===== src/sv/spfm_pkg.sv =====
`default_nettype none
// ----------------------------------------------------------------------------
// spfm_pkg
// Shared widths, kind codes and types for the single precision multiplier.
// ----------------------------------------------------------------------------
package spfm_pkg;
  localparam int FracBits = 23;
  localparam int ExpBits  = 8;
  localparam int WordBits = FracBits + ExpBits + 1;
  localparam int SigBits  = FracBits + 1;
  localparam int ProdBits = 2 * SigBits;

  localparam logic [1:0] KIND_NORMAL = 2'd0;
  localparam logic [1:0] KIND_QNAN   = 2'd1;
  localparam logic [1:0] KIND_ZERO   = 2'd2;
  localparam logic [1:0] KIND_INF    = 2'd3;

  typedef struct packed {
    logic [1:0]         kind;
    logic               sign;
    logic [ExpBits+1:0] exp_sum;
    logic [SigBits-1:0] sig_a;
    logic [SigBits-1:0] sig_b;
  } spfm_cls_t;
endpackage
`default_nettype wire


===== src/sv/spfm_front.sv =====
`default_nettype none
// ----------------------------------------------------------------------------
// spfm_front
// Classify an operand pair and register it with a skid stage.
// ----------------------------------------------------------------------------
module spfm_front import spfm_pkg::*; (
  input  wire logic                clk,
  input  wire logic                rst,
  input  wire logic                in_valid,
  output logic                     in_stall,
  input  wire logic [WordBits-1:0] a,
  input  wire logic [WordBits-1:0] b,
  output logic                     out_valid,
  input  wire logic                out_stall,
  output spfm_cls_t                out_item
);
  logic [ExpBits-1:0] ea, eb;
  logic [FracBits-1:0] fa, fb;
  logic za, zb, ia, ib;
  spfm_cls_t cls;
  spfm_cls_t skid;
  logic skid_valid;

  always_comb begin
    ea = a[WordBits-2:FracBits];
    eb = b[WordBits-2:FracBits];
    fa = a[FracBits-1:0];
    fb = b[FracBits-1:0];
    za = (ea == '0);
    zb = (eb == '0);
    ia = (ea == '1);
    ib = (eb == '1);
    cls.sign = a[WordBits-1] ^ b[WordBits-1];
    cls.exp_sum = {2'b00, ea} + {2'b00, eb};
    cls.sig_a = {1'b1, fa};
    cls.sig_b = {1'b1, fb};
    if ((ia && fa != '0) || (ib && fb != '0) || (ia && zb) || (ib && za)) begin
      cls.kind = KIND_QNAN;
    end else if (za || zb) begin
      cls.kind = KIND_ZERO;
    end else if (ia || ib) begin
      cls.kind = KIND_INF;
    end else begin
      cls.kind = KIND_NORMAL;
    end
  end

  assign in_stall = skid_valid;

  always_ff @(posedge clk) begin
    if (rst) begin
      out_valid  <= 1'b0;
      skid_valid <= 1'b0;
    end else if (!out_valid || !out_stall) begin
      out_valid  <= skid_valid || in_valid;
      out_item   <= skid_valid ? skid : cls;
      skid_valid <= 1'b0;
    end else if (in_valid && !skid_valid) begin
      skid       <= cls;
      skid_valid <= 1'b1;
    end
  end
endmodule
`default_nettype wire


===== src/sv/spfm_back.sv =====
`default_nettype none
// ----------------------------------------------------------------------------
// spfm_back
// Multiply significands, normalize, pack, and hold the result in a skid pair.
// ----------------------------------------------------------------------------
module spfm_back import spfm_pkg::*; (
  input  wire logic                clk,
  input  wire logic                rst,
  input  wire logic                in_valid,
  output logic                     in_stall,
  input  wire spfm_cls_t           in_item,
  output logic                     out_valid,
  input  wire logic                out_stall,
  output logic [WordBits-1:0]      product,
  output logic                     overflow_flag,
  output logic                     underflow_flag
);
  localparam logic [ExpBits+1:0] Bias = (ExpBits+2)'((1 << (ExpBits - 1)) - 1);
  localparam logic [ExpBits+1:0] ExpMax = (ExpBits+2)'((1 << ExpBits) - 2);

  // stage 1: registered product
  logic               s1_valid;
  logic [1:0]         s1_kind;
  logic               s1_sign;
  logic [ExpBits+1:0] s1_exp;
  logic [ProdBits-1:0] s1_prod;
  logic s1_adv;

  // stage 2 combinational pack
  logic [ExpBits+1:0] e;
  logic [FracBits-1:0] frac;
  logic [WordBits-1:0] res;
  logic ovf, unf;

  // output register plus skid
  logic [WordBits+1:0] hold, skid;
  logic skid_valid;

  assign s1_adv = !s1_valid || !skid_valid;
  assign in_stall = !s1_adv;

  always_ff @(posedge clk) begin
    if (rst) begin
      s1_valid <= 1'b0;
    end else if (s1_adv) begin
      s1_valid <= in_valid;
    end
    if (s1_adv) begin
      s1_kind <= in_item.kind;
      s1_sign <= in_item.sign;
      s1_exp  <= in_item.exp_sum - Bias;
      s1_prod <= ProdBits'(in_item.sig_a) * ProdBits'(in_item.sig_b);
    end
  end

  always_comb begin
    ovf = 1'b0;
    unf = 1'b0;
    if (s1_prod[ProdBits-1]) begin
      e = s1_exp + 1'b1;
      frac = s1_prod[ProdBits-2 -: FracBits];
    end else begin
      e = s1_exp;
      frac = s1_prod[ProdBits-3 -: FracBits];
    end
    case (s1_kind)
      KIND_QNAN: res = {1'b0, {ExpBits{1'b1}}, 1'b1, {(FracBits-1){1'b0}}};
      KIND_ZERO: res = {s1_sign, {(WordBits-1){1'b0}}};
      KIND_INF:  res = {s1_sign, {ExpBits{1'b1}}, {FracBits{1'b0}}};
      default: begin
        // sign bit of the wide exponent marks a negative result
        if (e[ExpBits+1] || e == '0) begin
          unf = 1'b1;
          res = {s1_sign, {(WordBits-1){1'b0}}};
        end else if (e > ExpMax) begin
          ovf = 1'b1;
          res = {s1_sign, {ExpBits{1'b1}}, {FracBits{1'b0}}};
        end else begin
          res = {s1_sign, e[ExpBits-1:0], frac};
        end
      end
    endcase
  end

  always_ff @(posedge clk) begin
    if (rst) begin
      out_valid  <= 1'b0;
      skid_valid <= 1'b0;
    end else if (!out_valid || !out_stall) begin
      out_valid  <= skid_valid || s1_valid;
      hold       <= skid_valid ? skid : {res, ovf, unf};
      skid_valid <= 1'b0;
    end else if (s1_valid && !skid_valid) begin
      skid       <= {res, ovf, unf};
      skid_valid <= 1'b1;
    end
  end

  assign product        = hold[WordBits+1:2];
  assign overflow_flag  = hold[1];
  assign underflow_flag = hold[0];
endmodule
`default_nettype wire


===== src/sv/single_precision_float_multiply.sv =====
`default_nettype none
// Path: the product passes the front, product and output registers in turn,
// and out_stall can hold it in any of them.
// Throughput: unstalled, each stage takes a new item, one pair per cycle.
// Reset: rst (synchronous, active high) empties every stage; no data cleared.
// ----------------------------------------------------------------------------
// single_precision_float_multiply
// IEEE-754 single multiply with truncation, flushed subnormals and flags.
// ----------------------------------------------------------------------------
module single_precision_float_multiply import spfm_pkg::*; (
  input  wire logic                clk,
  input  wire logic                rst,
  input  wire logic                in_valid,
  output logic                     in_stall,
  input  wire logic [WordBits-1:0] operand_a,
  input  wire logic [WordBits-1:0] operand_b,
  output logic                     out_valid,
  input  wire logic                out_stall,
  output logic [WordBits-1:0]      product,
  output logic                     overflow_flag,
  output logic                     underflow_flag
);
  // classified item handed from front to back
  spfm_cls_t q_item;
  logic q_valid, q_stall;

  // front: classify and queue the item
  spfm_front u_front (
    .clk, .rst, .in_valid, .in_stall, .a(operand_a), .b(operand_b),
    .out_valid(q_valid), .out_stall(q_stall), .out_item(q_item)
  );

  // back: multiply, normalize and deliver
  spfm_back u_back (
    .clk, .rst, .in_valid(q_valid), .in_stall(q_stall), .in_item(q_item),
    .out_valid, .out_stall, .product, .overflow_flag, .underflow_flag
  );
endmodule
`default_nettype wire


===== config.mk =====
export PLATFORM = sky130hd
export DESIGN_NAME = single_precision_float_multiply
export DESIGN_NICKNAME = d
export VERILOG_FILES = /design/src/sv/spfm_pkg.sv /design/src/sv/spfm_front.sv /design/src/sv/spfm_back.sv /design/src/sv/single_precision_float_multiply.sv
export SDC_FILE = /design/constraint.sdc
export NUM_CORES = 2
export LEC_CHECK = 0
export ABC_AREA = 1
export BUFFER_PORTS_ARGS = -buffer_cell sky130_fd_sc_hd__buf_2
export CAP_MARGIN = 0
export CORE_MARGIN = 5
export CORE_UTILIZATION = 35
export CTS_BUF_LIST = sky130_fd_sc_hd__clkbuf_8
export DETAILED_ROUTE_END_ITERATION = 10
export RECOVER_POWER = 50
export SYNTH_ARGS = -nofsm -noshare
export SYNTH_HDL_FRONTEND = slang
export SYNTH_SLANG_ARGS = --single-unit

===== constraint.sdc =====
create_clock -name clk -period 6.9 [get_ports clk]
set_input_delay 0.69 -clock clk [delete_from_list [all_inputs] [get_ports clk]]
set_output_delay 0.69 -clock clk [all_outputs]
set_load 0.05 [all_outputs]

==> impl_results.md <==
- Critical path endpoint category: flop
- Footprint of the multi-input gates: 18200 um2
- Initial Util: 35.4%
- Seq cells post-synth: 227
- Total grt overflow: 0
- Syn avg cell area: 8.44 um2
- FF-to-FF End: u_back.s1_prod[31]$_DFFE_PP_
- Synth Instances: 3452
- Gr usage total: 16.2%
- Clock Sinks: 227
- Register area: 6770 um2
- Total wire length: 70200 um
- Hold Startpoint: operand_a[5]
- Core Rows: 105
- First-pass GRT wire length: 119000 um
- Status: complete, but fails checks
- Worst slack at placement: -0.0286 ns
- Clock buffer depth: 3
- Final setup fails: 0
- Relative slew slack: -123%
- Vias: 21400
- Core ar.: 82200 um2
- EDFF count, synth: 222
- Share of cells above drive strength 1: 6.81%
- Crit Path Max Fanout: 8
- Critical Path Source Type: flop
- R2R cell count: 22
- H-tree levels: 2
- Ys Warns: 0
- Area Overhead vs Synth: 11.5%
- Wire length per cell: 14.9 um
- Die height: 298 um
- Arr. time, crit path: 6.97 ns
- # hold bufs at CTS: 0
- Clk Latency, worst-skew pair: 0.60 ns
- Met1 usage: 20.7%
- Fin crit period: 6.59 ns
- DRT antenna net count: 0
- CTS buffer count: 39
- Met2 Usage GRT: 29.3%
- Skew final: 0.0265 ns
- Die footprint: 89100 um2
- Syn Nets: 4181
- Final Util: 39.5%
- Hold Crit Endpoint: u_front.skid[29]$_DFFE_PP_
- Largest net degree at the start of global routing: 90
- Slew Viols, Final: 235
- Primary FF master, synth: edfxtp_1
- Final setup margin: 0.314 ns
- Hpwl dp: 58400 um
- Port bufs: 103
- Netlist cell types: 43
- Synth async-reset ratio: 0%
- Die Span X: 298 um
- DR DRC count: 0
- Via density: 4.55
- DR pass1 iterations: 5
- Root Driver: clkbuf_8
- Routability cong.: 0.928
- Worst hold path type: in2reg
- CTS tree: built
- Tightest Pin Transition: 3.35 ns
- Post-Syn Area: 29100 um2
- Worst Path Required: 7.28 ns
- Critical path class: reg2reg
- Iter 0 DRT Violations: 1061
- Reg-to-reg setup timing slack: 0.31 ns
- Fillers: 8292
- GR peak layer: met2
- Fin. Hold Viols: 0
- Sequential cell area fraction in the yosys report: 23.2%
- Initial antenna violation count: 2
- Nets: 4338
- I/O pins: 104
- Final Cycle Share: 95.4%
- Max-cap viol count: 5
- Vias in the first global route: 23100
- Met3 Use GR: 1.56%
- Maximum clock rate: 152 MHz
- Clock slew at reported path FFs: 0.07 ns
- WHS Path Cells: 1
- Failing checks: max-capacitance violations, max-slew violations
- RR Startpoint: u_front.out_item[40]$_DFFE_PP_
placed cells by master (no fill, tap or decap), types with 6 or more instances in the layout:
master    Yosys  final
xnor2_1       8      8
nor4_1       15     15
nor2_1      142    138
xor2_1       26     25
clkinv_1      2      9
buf_12        0     23
buf_4         3    105
clkinv_2      0      9
a31oi_1       9      9
nand4_1      17     17
nand3_1      80     80
nor3_1        8      8
nand2_1     949    948
clkbuf_1    112     80
buf_2         5     30
o21bai_1     10     10
clkbuf_8      0     39
a21oi_1      53     52
inv_1       983    990
inv_2         5      6
o21ai_0      82     81
ha_1        179    179
nor2_2        5      8
fa_1        482    482
edfxtp_1    222    222
a21o_1       11     11
metrics by stage:
stage               instances  hold WS (ns)  TNS [ns]  area [um2]
global route             4711         0.253   -0.0114       32500
floorplan                3452         0.400         0       29100
detailed placement       4598         0.410   -0.0306       31300
finish                   4711         0.298         0       32500
global placement         4598         0.400         0       31300
CTS                      4676         0.248         0       32100
critical path, stage by stage, from the launching register on:
cell	delay, ns
edfxtp_1	0.56
buf_2	0.27
nand2_1	0.11
fa_1	0.58
inv_1	0.06
fa_1	0.47
inv_1	0.06
fa_1	0.45
fa_1	0.55
inv_1	0.06
fa_1	0.49
fa_1	0.49
inv_1	0.05
fa_1	0.51
inv_1	0.05
ha_1	0.32
nand2_1	0.08
nor2_1	0.16
inv_1	0.07
o21ai_0	0.32
nand3_1	0.12
nand3_1	0.23
xor2_1	0.34
Yosys cell counts, drive strengths merged, types with 2 or more instances:
| library cell | instances | area [um2] |
|---|---|---|
| nand4 | 17 | 106 |
| nand2 | 953 | 3590 |
| ha | 179 | 2240 |
| inv | 988 | 3710 |
| nor2 | 147 | 564 |
| xor2 | 26 | 228 |
| edfxtp | 222 | 6670 |
| o21ai | 84 | 424 |
| a21oi | 55 | 290 |
| a21boi | 6 | 45.0 |
| mux2i | 4 | 40.0 |
| xnor2 | 8 | 70.1 |
| dfxtp | 5 | 100 |
| nor3 | 10 | 60.1 |
| nor4 | 15 | 93.8 |
| a31oi | 9 | 56.3 |
| and2 | 2 | 12.5 |
| clkinv | 2 | 7.51 |
| o21bai | 10 | 75.1 |
| fa | 482 | 9650 |
| clkbuf | 112 | 420 |
| nand3 | 83 | 430 |
| buf | 11 | 73.8 |
| a211oi | 5 | 37.5 |
| a21o | 11 | 82.6 |
metal layers:
| metal | wire length (um) | share of wire (%) | vias up |
|---|---|---|---|
| li1 | - | - | 10400 |
| met3 | 2550 | 3.6 | 127 |
| met4 | 2270 | 3.2 | 2 |
| met5 | 13 | 0.019 | - |
| met2 | 35100 | 50 | 436 |
| met1 | 30200 | 43 | 10500 |
worst max-delay path by stage:
stage                                    from  cells past startpoint  slack, ns                           end
3_5_place_dp    u_front.out_item[2]$_DFFE_PP_                     22      -0.03  u_back.s1_prod[34]$_DFFE_PP_
4_1_cts        u_front.out_item[38]$_DFFE_PP_                     21      0.001  u_back.s1_prod[34]$_DFFE_PP_
2_1_floorplan  u_front.out_item[46]$_DFFE_PP_                     24       0.81  u_back.s1_prod[35]$_DFFE_PP_
5_1_grt        u_front.out_item[40]$_DFFE_PP_                     24     -0.008  u_back.s1_prod[33]$_DFFE_PP_
6_report       u_front.out_item[40]$_DFFE_PP_                     22       0.31  u_back.s1_prod[31]$_DFFE_PP_
3_3_place_gp   u_front.out_item[38]$_DFFE_PP_                     21       0.06  u_back.s1_prod[34]$_DFFE_PP_
what timing repair did:
item / 4_1_cts / 5_1_grt
gates resized for setup: 0 / 8
pin swaps: 0 / 1
setup buffers: 6 / 34
setup endpoints to repair: 1 / 19
hold endpoints to repair: 0 / 0
cell families (layout without fill, tap and decap cells):
logic type                 count (synthesis)  after routing  share of synthesized area, %
buffers and inverters                   1113           1301                          14.5
other                                      0              1                             0
AOI/OAI and AO/OA                        185            185                          3.62
and+or+nand+nor                         1228           1228                          16.7
muxes                                      4              4                         0.138
xor gates and xnor gates                  34             34                          1.02
adders and majority gates                661            661                          40.8
DFF                                      227            227                          23.2
state kept, by name (all words and copies together) (netlist names):
| signal | count |
|---|---|
| u_back.hold | 34 |
| u_front.out_valid | 1 |
| u_front.out_item | 58 |
| u_back.s1_valid | 1 |
| u_back.skid_valid | 1 |
| u_back.s1_prod | 25 |
| u_front.in_stall | 1 |
| u_back.s1_kind | 2 |
| u_front.skid | 58 |
| u_back.skid | 34 |
| u_back.s1_sign | 1 |
| u_back.s1_exp | 10 |
| u_back.out_valid | 1 |
layout make-up:
cell class / instances / area share (%)
clock inverters: 33 / 0.713
well taps: 1070 / 4.12
clock buffers: 39 / 1.65
inverters: 990 / 11.4
diodes: 1 / 0.00771
multi-input cells: 2112 / 56.0
repair buffers: 239 / 5.27
flip-flops and latches: 227 / 20.8
Power is left out: the tool's default activity adds up to more than one toggle a clock period on the data nets, which glitch-free logic cannot reach.
